--- src/rpr_div.sv ---
// ----------------------------------------------------------------------------
// rpr_div
// Restoring divider for the rank fraction: one quotient bit per cycle,
// FB + 1 bits, dividend known to be no larger than the divisor.
// ----------------------------------------------------------------------------
module rpr_div #(
  parameter int CW = 18,
  parameter int FB = 20
) (
  input  logic          clk,
  input  logic          rst,
  input  logic          start,
  input  logic [CW-1:0] dividend,
  input  logic [CW-1:0] divisor,
  output logic          done,
  output logic [FB:0]   quotient
);

  localparam int SW = $clog2(FB + 2);

  logic          running;
  logic [SW-1:0] steps;
  logic [CW:0]   rem;
  logic [CW-1:0] dsor;
  logic          ge;
  logic [CW:0]   rem_sub;

  // one trial subtraction
  always_comb begin
    ge      = rem >= {1'b0, dsor};
    rem_sub = ge ? rem - {1'b0, dsor} : rem;
  end

  // step control
  always_ff @(posedge clk) begin
    if (rst) begin
      running <= 1'b0;
      steps   <= '0;
      done    <= 1'b0;
    end else begin
      done <= 1'b0;
      if (start) begin
        running <= 1'b1;
        steps   <= SW'(FB + 1);
      end else if (running) begin
        steps <= steps - SW'(1);
        if (steps == SW'(1)) begin
          running <= 1'b0;
          done    <= 1'b1;
        end
      end
    end
  end

  // remainder and quotient shift
  always_ff @(posedge clk) begin
    if (start) begin
      rem  <= {1'b0, dividend};
      dsor <= divisor;
    end else if (running) begin
      rem      <= {rem_sub[CW-1:0], 1'b0};
      quotient <= {quotient[FB-1:0], ge};
    end
  end

endmodule

--- config.mk ---
export PLATFORM = sky130hd
export DESIGN_NAME = rpr_div
export DESIGN_NICKNAME = d
export VERILOG_FILES = /design/src/rpr_div.sv
export SDC_FILE = /design/constraint.sdc
export NUM_CORES = 1
export LEC_CHECK = 0
export ABC_AREA = 1
export BUFFER_PORTS_ARGS = -buffer_cell sky130_fd_sc_hd__buf_2
export CAP_MARGIN = 10
export CORE_AREA = 2 2 77 108
export DETAILED_ROUTE_END_ITERATION = 12
export DIE_AREA = 0 0 79 110
export PLACE_DENSITY = 0.83
export SLEW_MARGIN = 20
export SYNTH_ARGS = -nofsm -noshare
export SYNTH_HDL_FRONTEND = slang
export SYNTH_SLANG_ARGS = --single-unit
--- constraint.sdc ---
create_clock -name clk -period 2.05 [get_ports clk]
set_clock_uncertainty 0.15 [all_clocks]
set_input_delay 0.1025 -clock clk [delete_from_list [all_inputs] [get_ports clk]]
set_output_delay 0.1025 -clock clk [all_outputs]
set_load 0.1 [all_outputs]
==> impl_metrics.ini, run 1 <==
[run_status]
run_status = finished with violations
violations = negative setup slack

[synth]
mappedNetlistNets = 487
avgSynthCellArea_sq_um = 9.11
async_flop_share = 0
synth_area_leaders = edfxtp_1, nand2_1, ha_1, inv_1, dfxtp_1
synth_area_sq_um = 3890
netlist_top_cells_count = nand2_1, inv_1, edfxtp_1, nor2_1, nand3_1
syn_inst = 427
ys_seq_area_frac = 0.481
post-synth-top-count-cell = nand2_1
synth_cell_types = 38
synth-edff-count = 57
ys_ff_latch = 65
synth_top_area_frac = 0.440
yosysTopAreaCell = edfxtp_1
synthFlopType = edfxtp_1
ys.warnings.count = 0

[global_route]
grt_max_degree = 23
antenna_found_initial = 0
grt_pass1_wl_microns = 16200
grt_remaining_overflow = 0
grt_pass1_vias = 3661
grt_usage = 0.247

[sta]
tns_ns = -3.62
period_share = 1.11
rsz0062_at_grt = true
slew_viol_final = 0
whs_ns = 0.0277
max_freq_mhz = 439
hold_viol_final = 0
slew_headroom = 0.673
worstMarginPinSlew_ns = 0.494
period_needed_ns = 2.28
setup_slack_ns = -0.230
setup-violations-final = 19

[clocking]
cts-root-buf = clkbuf_8
h-tree-depth = 3
cts_tree = yes
clk_pin_slew_worst_paths_ns = 0.08
cts_num_sinks = 65
cts-buffers-inserted = 9
clk_path_buf_depth = 2
clk_latency_ns = 0.35

[worst_setup_path]
endpoint_kind = flip-flop
critPathMaxFanout = 7
crit_type = reg2reg
crit_required_ns = 2.01
start_kind = flip-flop
arrival_ns = 2.24

[drt]
dr.pass1.iters = 5
drt_iter0_drc = 203
drc_errors = 0
wire_per_inst_microns = 16.4
routed_via_density = 5.36
drt-total-wl_microns = 11600
vias = 3772
antenna_left = 0

[final_layout]
drive_gt1_frac = 0.411
nNetsFinal = 659
postLayoutCoreUtil = 0.762
diodes = 0
areaGrowthSynthToFinish_pct = 51.0
fin_area_sq_um = 5870

[placement]
pre_cts_ws_ns = -0.241
gp_congestion = 0.880
hpwlAfterDp_microns = 6760
portBuffers = 60
placed_cell_area_sq_um = 4740

[floorplan]
initial_utilization = 0.505
dieHeight_microns = 110
io_pins = 61
die_area_sq_um = 8690
num_rows = 38
core_sq_um = 7700
die_x_microns = 79

[power]
peakVddDrop_mv = 0.607
powerDensity_nw_per_um2 = 1020
leakagePower_nw = 2.73

[run]
cap_viol_max_count = 0

[hold_path]
worstHoldPathType = in2reg
[routing by layer]
metal	vias up	wire, microns	GRT usage
li1	1741	-	-
met1	1785	4240	0.244
met2	181	6050	0.459
met3	65	644	0.0554
met4	0	636	0.161
met5	-	0	0
[power breakdown]
group	switching, W	internal, W	leakage (nW)
clock network	0.000518	0.000691	0.107
logic	0.00168	0.00138	2.00
registers	0.000105	0.00162	0.619
total	0.00230	0.00369	2.73
[final timing paths]
path / end / cells past startpoint / from / slack, ns
setup / recovery: rem[16] / 12 / rem[6] / -0.23
hold / removal: dsor[17] / 1 / start / 0.03
setup reg to reg: rem[16] / 12 / rem[6] / -0.23
hold reg to reg: quotient[16] / 0 / quotient[15] / 0.30
[through the flow]
| stage | power (W) | cells |
|---|---|---|
| final | 0.00600 | 704 |
| after detailed placement | 0.00393 | 620 |
| after global routing | 0.00626 | 704 |
| after floorplan | 0.00333 | 427 |
| after CTS | 0.00562 | 692 |
| after global placement | 0.00387 | 620 |
[cell usage in the layout, fill, tap and decap left out, types with 3 or more instances in the layout]
| master | n |
|---|---|
| dfxtp_1 | 8 |
| a21oi_1 | 6 |
| buf_4 | 57 |
| nand3_2 | 13 |
| edfxtp_1 | 57 |
| nand2_1 | 112 |
| a21oi_2 | 7 |
| nand2_8 | 4 |
| nor2_4 | 5 |
| xnor2_1 | 5 |
| o21ai_0 | 3 |
| inv_1 | 53 |
| ha_4 | 15 |
| nand2_4 | 16 |
| clkbuf_8 | 9 |
| nand2_2 | 20 |
| buf_2 | 60 |
| nand3_1 | 17 |
| buf_6 | 7 |
| nor2_1 | 19 |
| nor2_2 | 4 |
| dlygate4sd3_1 | 37 |
| ha_1 | 4 |
| inv_2 | 9 |
| nand3b_1 | 21 |
| buf_12 | 4 |
[registers in the layout, summed over array words and instances (netlist names)]
register	flops
dsor	18
running	1
steps	5
rem	19
quotient	21
done	1
[critical path: stages (launching register included)]
cell and delay, ns:
edfxtp_1 0.43, ha_4 0.30, nand2_1 0.09, nand2_1 0.11, a21oi_2 0.15, nand2_2 0.09, nand2_4 0.08, nand2_4 0.07
nand2_8 0.15, buf_6 0.14, nand3b_1 0.12, nand3_2 0.10, nand2_1 0.05
[layout make-up]
cell class	instances	area [sq um]
clock inverters	6	90.1
repair buffers	166	1270
well taps	100	125
multi-input cells	294	2150
inverters	63	239
flip-flops and latches	65	1870
clock buffers	10	128
fillers	488	1830
[what timing repair did]
action,CTS,global route
cloned,2,1
pin swaps,9,30
endpoints found under the hold margin,43,0
hold buffers,37,0
buffers inserted,17,12
endpoints found under the setup margin,18,19
resized for setup,35,34
[cell families after synthesis]
family / count (synthesis) / synth area share
AOI/OAI and AO/OA: 26 / 0.0409
adders and majority gates: 21 / 0.0695
buffers and inverters: 70 / 0.0759
xor gates and xnor gates: 8 / 0.0180
DFF: 65 / 0.481
and+or+nand+nor: 237 / 0.314
Note: power is estimated with default switching activity, not from simulation.
==> run 2, diff against run 1 <==
--- a/config.mk
+++ b/config.mk
@@ -12,6 +12,7 @@
 export DETAILED_ROUTE_END_ITERATION = 12
 export DIE_AREA = 0 0 79 110
 export PLACE_DENSITY = 0.83
+export SKIP_LAST_GASP = 1
 export SLEW_MARGIN = 20
 export SYNTH_ARGS = -nofsm -noshare
 export SYNTH_HDL_FRONTEND = slang
==> impl_metrics.ini, run 2 (synthesized netlist as in run 1, its figures left out) <==
[final_layout]
final_common_cell = nand2_1
diodes = 0
largest_register_ffs = 21
nNetsFinal = 652
areaGrowthSynthToFinish_pct = 48.1
seq_area_sq_um = 1870
nFillCells = 513
top_register = quotient
layout_common_cells = nand2_1, buf_2, edfxtp_1
drive_gt1_frac = 0.380
multi_input_area_sq_um = 2070
reg_top3 = quotient: 21 flops, rem: 19 flops, dsor: 18 flops

[placement]
hpwlAfterDp_microns = 6760
gp_congestion = 0.880
portBuffers = 60

[global_route]
antenna_found_initial = 0
grt_remaining_overflow = 0
grt_pass1_wl_microns = 16500
grt_max_degree = 23
grt_pass1_vias = 3692
grt_usage = 0.252

[drt]
routed_via_density = 5.16
drc_errors = 0
dr.pass1.iters = 4
drt_iter0_drc = 148
antenna_left = 0
drt-total-wl_microns = 10800
wire_per_inst_microns = 15.5
vias = 3597

[clocking]
cts-buffers-inserted = 9
clk_pin_slew_worst_paths_ns = 0.08
clk_path_buf_depth = 2
h-tree-depth = 3
cts-root-buf = clkbuf_8
cts_num_sinks = 65
clk_latency_ns = 0.35
cts_tree = yes

[sta]
max_freq_mhz = 433
setup-violations-final = 19
period_needed_ns = 2.31
slew_viol_final = 0
worstMarginPinSlew_ns = 0.493
hold_viol_final = 0
rsz0062_at_grt = true
slew_headroom = 0.674
period_share = 1.13
setup_slack_ns = -0.260
tns_ns = -3.97

[power]
peakVddDrop_mv = 0.577
leakagePower_nw = 2.68
p_total_w = 0.00583
powerDensity_nw_per_um2 = 1010

[worst_setup_path]
cp-endpoint = rem[6]
start_kind = flip-flop
r2r_end = rem[6]
reg2reg_slack_ns = -0.26
critPathMaxFanout = 8
timing.rr.start = rem[10]
arrival_ns = 2.28
cp-startpoint = rem[10]
ff2ff_path_depth = 12
endpoint_kind = flip-flop
crit_required_ns = 2.02
crit_type = reg2reg

[hold_path]
whs_path_depth = 1
worstHoldPathType = in2reg

[floorplan]
die_x_microns = 79
num_rows = 38
die_area_sq_um = 8690
core_sq_um = 7700
io_pins = 61
initial_utilization = 0.505
dieHeight_microns = 110

[run_status]
violations = negative setup slack
run_status = finished with violations

[run]
cap_viol_max_count = 0
## run 2: cell types whose count changed in the layout (fill, tap and decap cells not counted), moves of 2 or more
cell,previous run,this run
nand2_2,20,14
nand2_1,112,119
buf_4,57,48
a21oi_1,6,8
## run 2: final cells by class
| class | instances | area share |
|---|---|---|
| Clock buffer | 10 | 0.0222 |
| Multi-Input combinational cell | 294 | 0.359 |
| Inverter | 63 | 0.0415 |
| Sequential cell | 65 | 0.325 |
| Timing Repair Buffer | 159 | 0.215 |
| Tap cell | 100 | 0.0217 |
| Clock inverter | 6 | 0.0156 |
## run 2: power breakdown
group	switching [W]	internal [W]
Clock	0.000518	0.000691
Combinational	0.00157	0.00133
Sequential	0.000106	0.00162
Total	0.00219	0.00364
## run 2: worst max-delay path, cell delays in order (launching register included)
cell	delay, ns
edfxtp_1	0.43
ha_4	0.29
nand2_1	0.10
inv_2	0.07
nand2_1	0.06
nand2_1	0.08
a21oi_2	0.23
nand2_4	0.10
nand2_8	0.15
buf_12	0.14
nand3b_1	0.12
nand3_2	0.10
nand2_1	0.05
## run 2: per-stage QoR
stage / util / instance area [sq um] / hold WS [ns] / instances / worst slack, ns
final: 0.748 / 5760 / 0.0323 / 697 / -0.260
after detailed placement: 0.616 / 4740 / 0.131 / 620 / -0.241
after CTS: 0.732 / 5640 / 0.0139 / 692 / -0.196
after global routing: 0.748 / 5760 / 0.0345 / 697 / -0.356
after global placement: 0.616 / 4740 / 0.129 / 620 / -0.184
after floorplan: - / 4060 / 0.0219 / 427 / -0.00437
## run 2: timing repair
action | in CTS | in global routing
setup endpoints to repair | 18 | 19
pin swaps | 9 | 22
setup buffers | 17 | 4
resized for setup | 29 | 23
hold endpoints to repair | 43 | 0
hold buffers | 37 | 0
gates cloned | 2 | 1
## run 2: per-layer routing
layer / track usage / up-vias / wire (microns)
li1: - / 1727 / -
met2: 0.462 / 139 / 5690
met3: 0.0521 / 47 / 502
met4: 0.174 / 0 / 537
met1: 0.252 / 1684 / 4100
met5: 0 / - / 0
## run 2: worst min-delay path by stage
stage	slack, ns	to	start
after detailed placement	0.13	dsor[5]	divisor[5]
after global placement	0.13	dsor[13]	divisor[13]
after floorplan	0.02	steps[4]	rst
after global routing	0.03	dsor[17]	start
final	0.03	dsor[17]	start
after CTS	0.01	dsor[17]	start
==> run 3, diff against run 2 <==
--- a/config.mk
+++ b/config.mk
@@ -8,10 +8,10 @@
 export ABC_AREA = 1
 export BUFFER_PORTS_ARGS = -buffer_cell sky130_fd_sc_hd__buf_2
 export CAP_MARGIN = 10
-export CORE_AREA = 2 2 77 108
+export CORE_AREA = 2 2 88 124
 export DETAILED_ROUTE_END_ITERATION = 12
-export DIE_AREA = 0 0 79 110
-export PLACE_DENSITY = 0.83
+export DIE_AREA = 0 0 90 126
+export PLACE_DENSITY = 0.67
 export SKIP_LAST_GASP = 1
 export SLEW_MARGIN = 20
 export SYNTH_ARGS = -nofsm -noshare
==> impl_metrics.ini, run 3 (synthesized netlist as in run 1, its figures left out) <==
[sta]
setup-violations-final = 18
worstMarginPinSlew_ns = 0.488
period_share = 1.09
rsz0062_at_grt = true
max_freq_mhz = 449
tns_ns = -2.73
setup_slack_ns = -0.176
hold_viol_final = 0
slew_headroom = 0.677
slew_viol_final = 0
period_needed_ns = 2.23

[floorplan]
io_pins = 61
die_area_sq_um = 11300
die_x_microns = 90
dieHeight_microns = 126
num_rows = 44
core_sq_um = 10200
initial_utilization = 0.380

[worst_setup_path]
arrival_ns = 2.17
cp_cell_sequence = ha_4 > nand2_2 > inv_2 > nand2_4 > nor3_4 > nand2_2 > nand2_4 > nand2_8 > nand2_8 > nand2_4 > nand3_2 > nand2_2
crit_type = reg2reg
endpoint_kind = flip-flop
critPathMaxFanout = 6
critPathSlowestCell = edfxtp_1
crit_required_ns = 2.00
start_kind = flip-flop
max_stage_delay_ns = 0.42

[hold_path]
worstHoldPathType = reg2reg

[final_layout]
nNetsFinal = 648
drive_gt1_frac = 0.400
nFillCells = 914
areaGrowthSynthToFinish_pct = 52.4
postLayoutCoreUtil = 0.579
final_common_cell = nand2_1
diodes = 0
multi_input_area_sq_um = 2170
layout_common_cells = nand2_1, buf_2, edfxtp_1
reg_top3 = quotient: 21 flops, rem: 19 flops, dsor: 18 flops
top_register = quotient
seq_area_sq_um = 1870
largest_register_ffs = 21

[run_status]
violations = negative setup slack
run_status = finished with violations

[placement]
pre_cts_ws_ns = -0.215
gp_congestion = 0.874
hpwlAfterDp_microns = 6560
portBuffers = 60

[clocking]
h-tree-depth = 3
cts-root-buf = clkbuf_16
cts_num_sinks = 65
cts_tree = yes
clk_pin_slew_worst_paths_ns = 0.06
clk_latency_ns = 0.34
cts-buffers-inserted = 9
clk_path_buf_depth = 2

[power]
leakagePower_nw = 2.71
p_total_w = 0.00612
peakVddDrop_mv = 0.494
powerDensity_nw_per_um2 = 1030

[global_route]
grt_usage = 0.184
grt_max_degree = 23
grt_remaining_overflow = 0
antenna_found_initial = 0
grt_pass1_wl_microns = 16500
grt_pass1_vias = 3554

[run]
cap_viol_max_count = 0

[drt]
drt_iter0_drc = 170
dr.pass1.iters = 5
wire_per_inst_microns = 13.5
vias = 3403
antenna_left = 0
routed_via_density = 4.66
drt-total-wl_microns = 9900
drc_errors = 0
[run 3: cell types whose count changed in the layout (fill, tap and decap cells not counted), moves of 2 or more]
cell	previous run	this run
inv_6	2	4
a21oi_2	6	3
nand2_2	14	25
nor2_2	3	6
clkbuf_8	9	0
clkbuf_16	0	9
a21oi_4	1	5
nand2_1	119	109
nor2_4	5	3
inv_2	9	11
nand2_8	3	5
buf_6	8	1
[run 3: worst max-delay path, delay by kind of cell (launching register included)]
family                     cells  cell delay (ns)
and+or+nand+nor               10             0.99
DFF                            1             0.42
adders and majority gates      1             0.34
buffers and inverters          1             0.08
[run 3: layout make-up]
cell class / count / area share
Multi-Input combinational cell: 297 / 0.367
Sequential cell: 65 / 0.316
Timing Repair Buffer: 152 / 0.196
Inverter: 63 / 0.0399
Clock buffer: 9 / 0.0380
Tap cell: 138 / 0.0291
Clock inverter: 7 / 0.0141
[run 3: layer usage]
layer,vias up,part of all wire,global-route usage
met5,-,0,0
met3,23,0.037,0.0437
met4,0,0.031,0.103
li1,1724,-,-
met1,1584,0.40,0.203
met2,72,0.53,0.324
[run 3: final timing paths]
kind / endpoint / from / depth (start not counted) / slack (ns)
setup / recovery: rem[8] / rem[10] / 12 / -0.18
hold / removal: quotient[14] / quotient[13] / 0 / 0.30
setup reg to reg: rem[8] / rem[10] / 12 / -0.18
hold reg to reg: quotient[14] / quotient[13] / 0 / 0.30
[run 3: through the flow]
step                cell area, sq um  std cells  hold slack, ns
global placement                4830        660           0.129
finish                          5930        731           0.297
CTS                             5810        729           0.298
detailed placement              4830        660           0.131
floorplan                       4060        427          0.0219
global route                    5930        731           0.311
[run 3: what timing repair did]
item,CTS,global route
buffers inserted,10,2
hold endpoints to repair,44,0
gates cloned,5,0
resized for setup,29,27
pin swaps,26,10
setup endpoints to repair,19,19
hold buffers,38,0
[run 3: power by group]
group          switching (W)  internal, W
Combinational        0.00153      0.00128
Clock               0.000627     0.000966
Sequential          0.000102      0.00162
Total                0.00225      0.00387
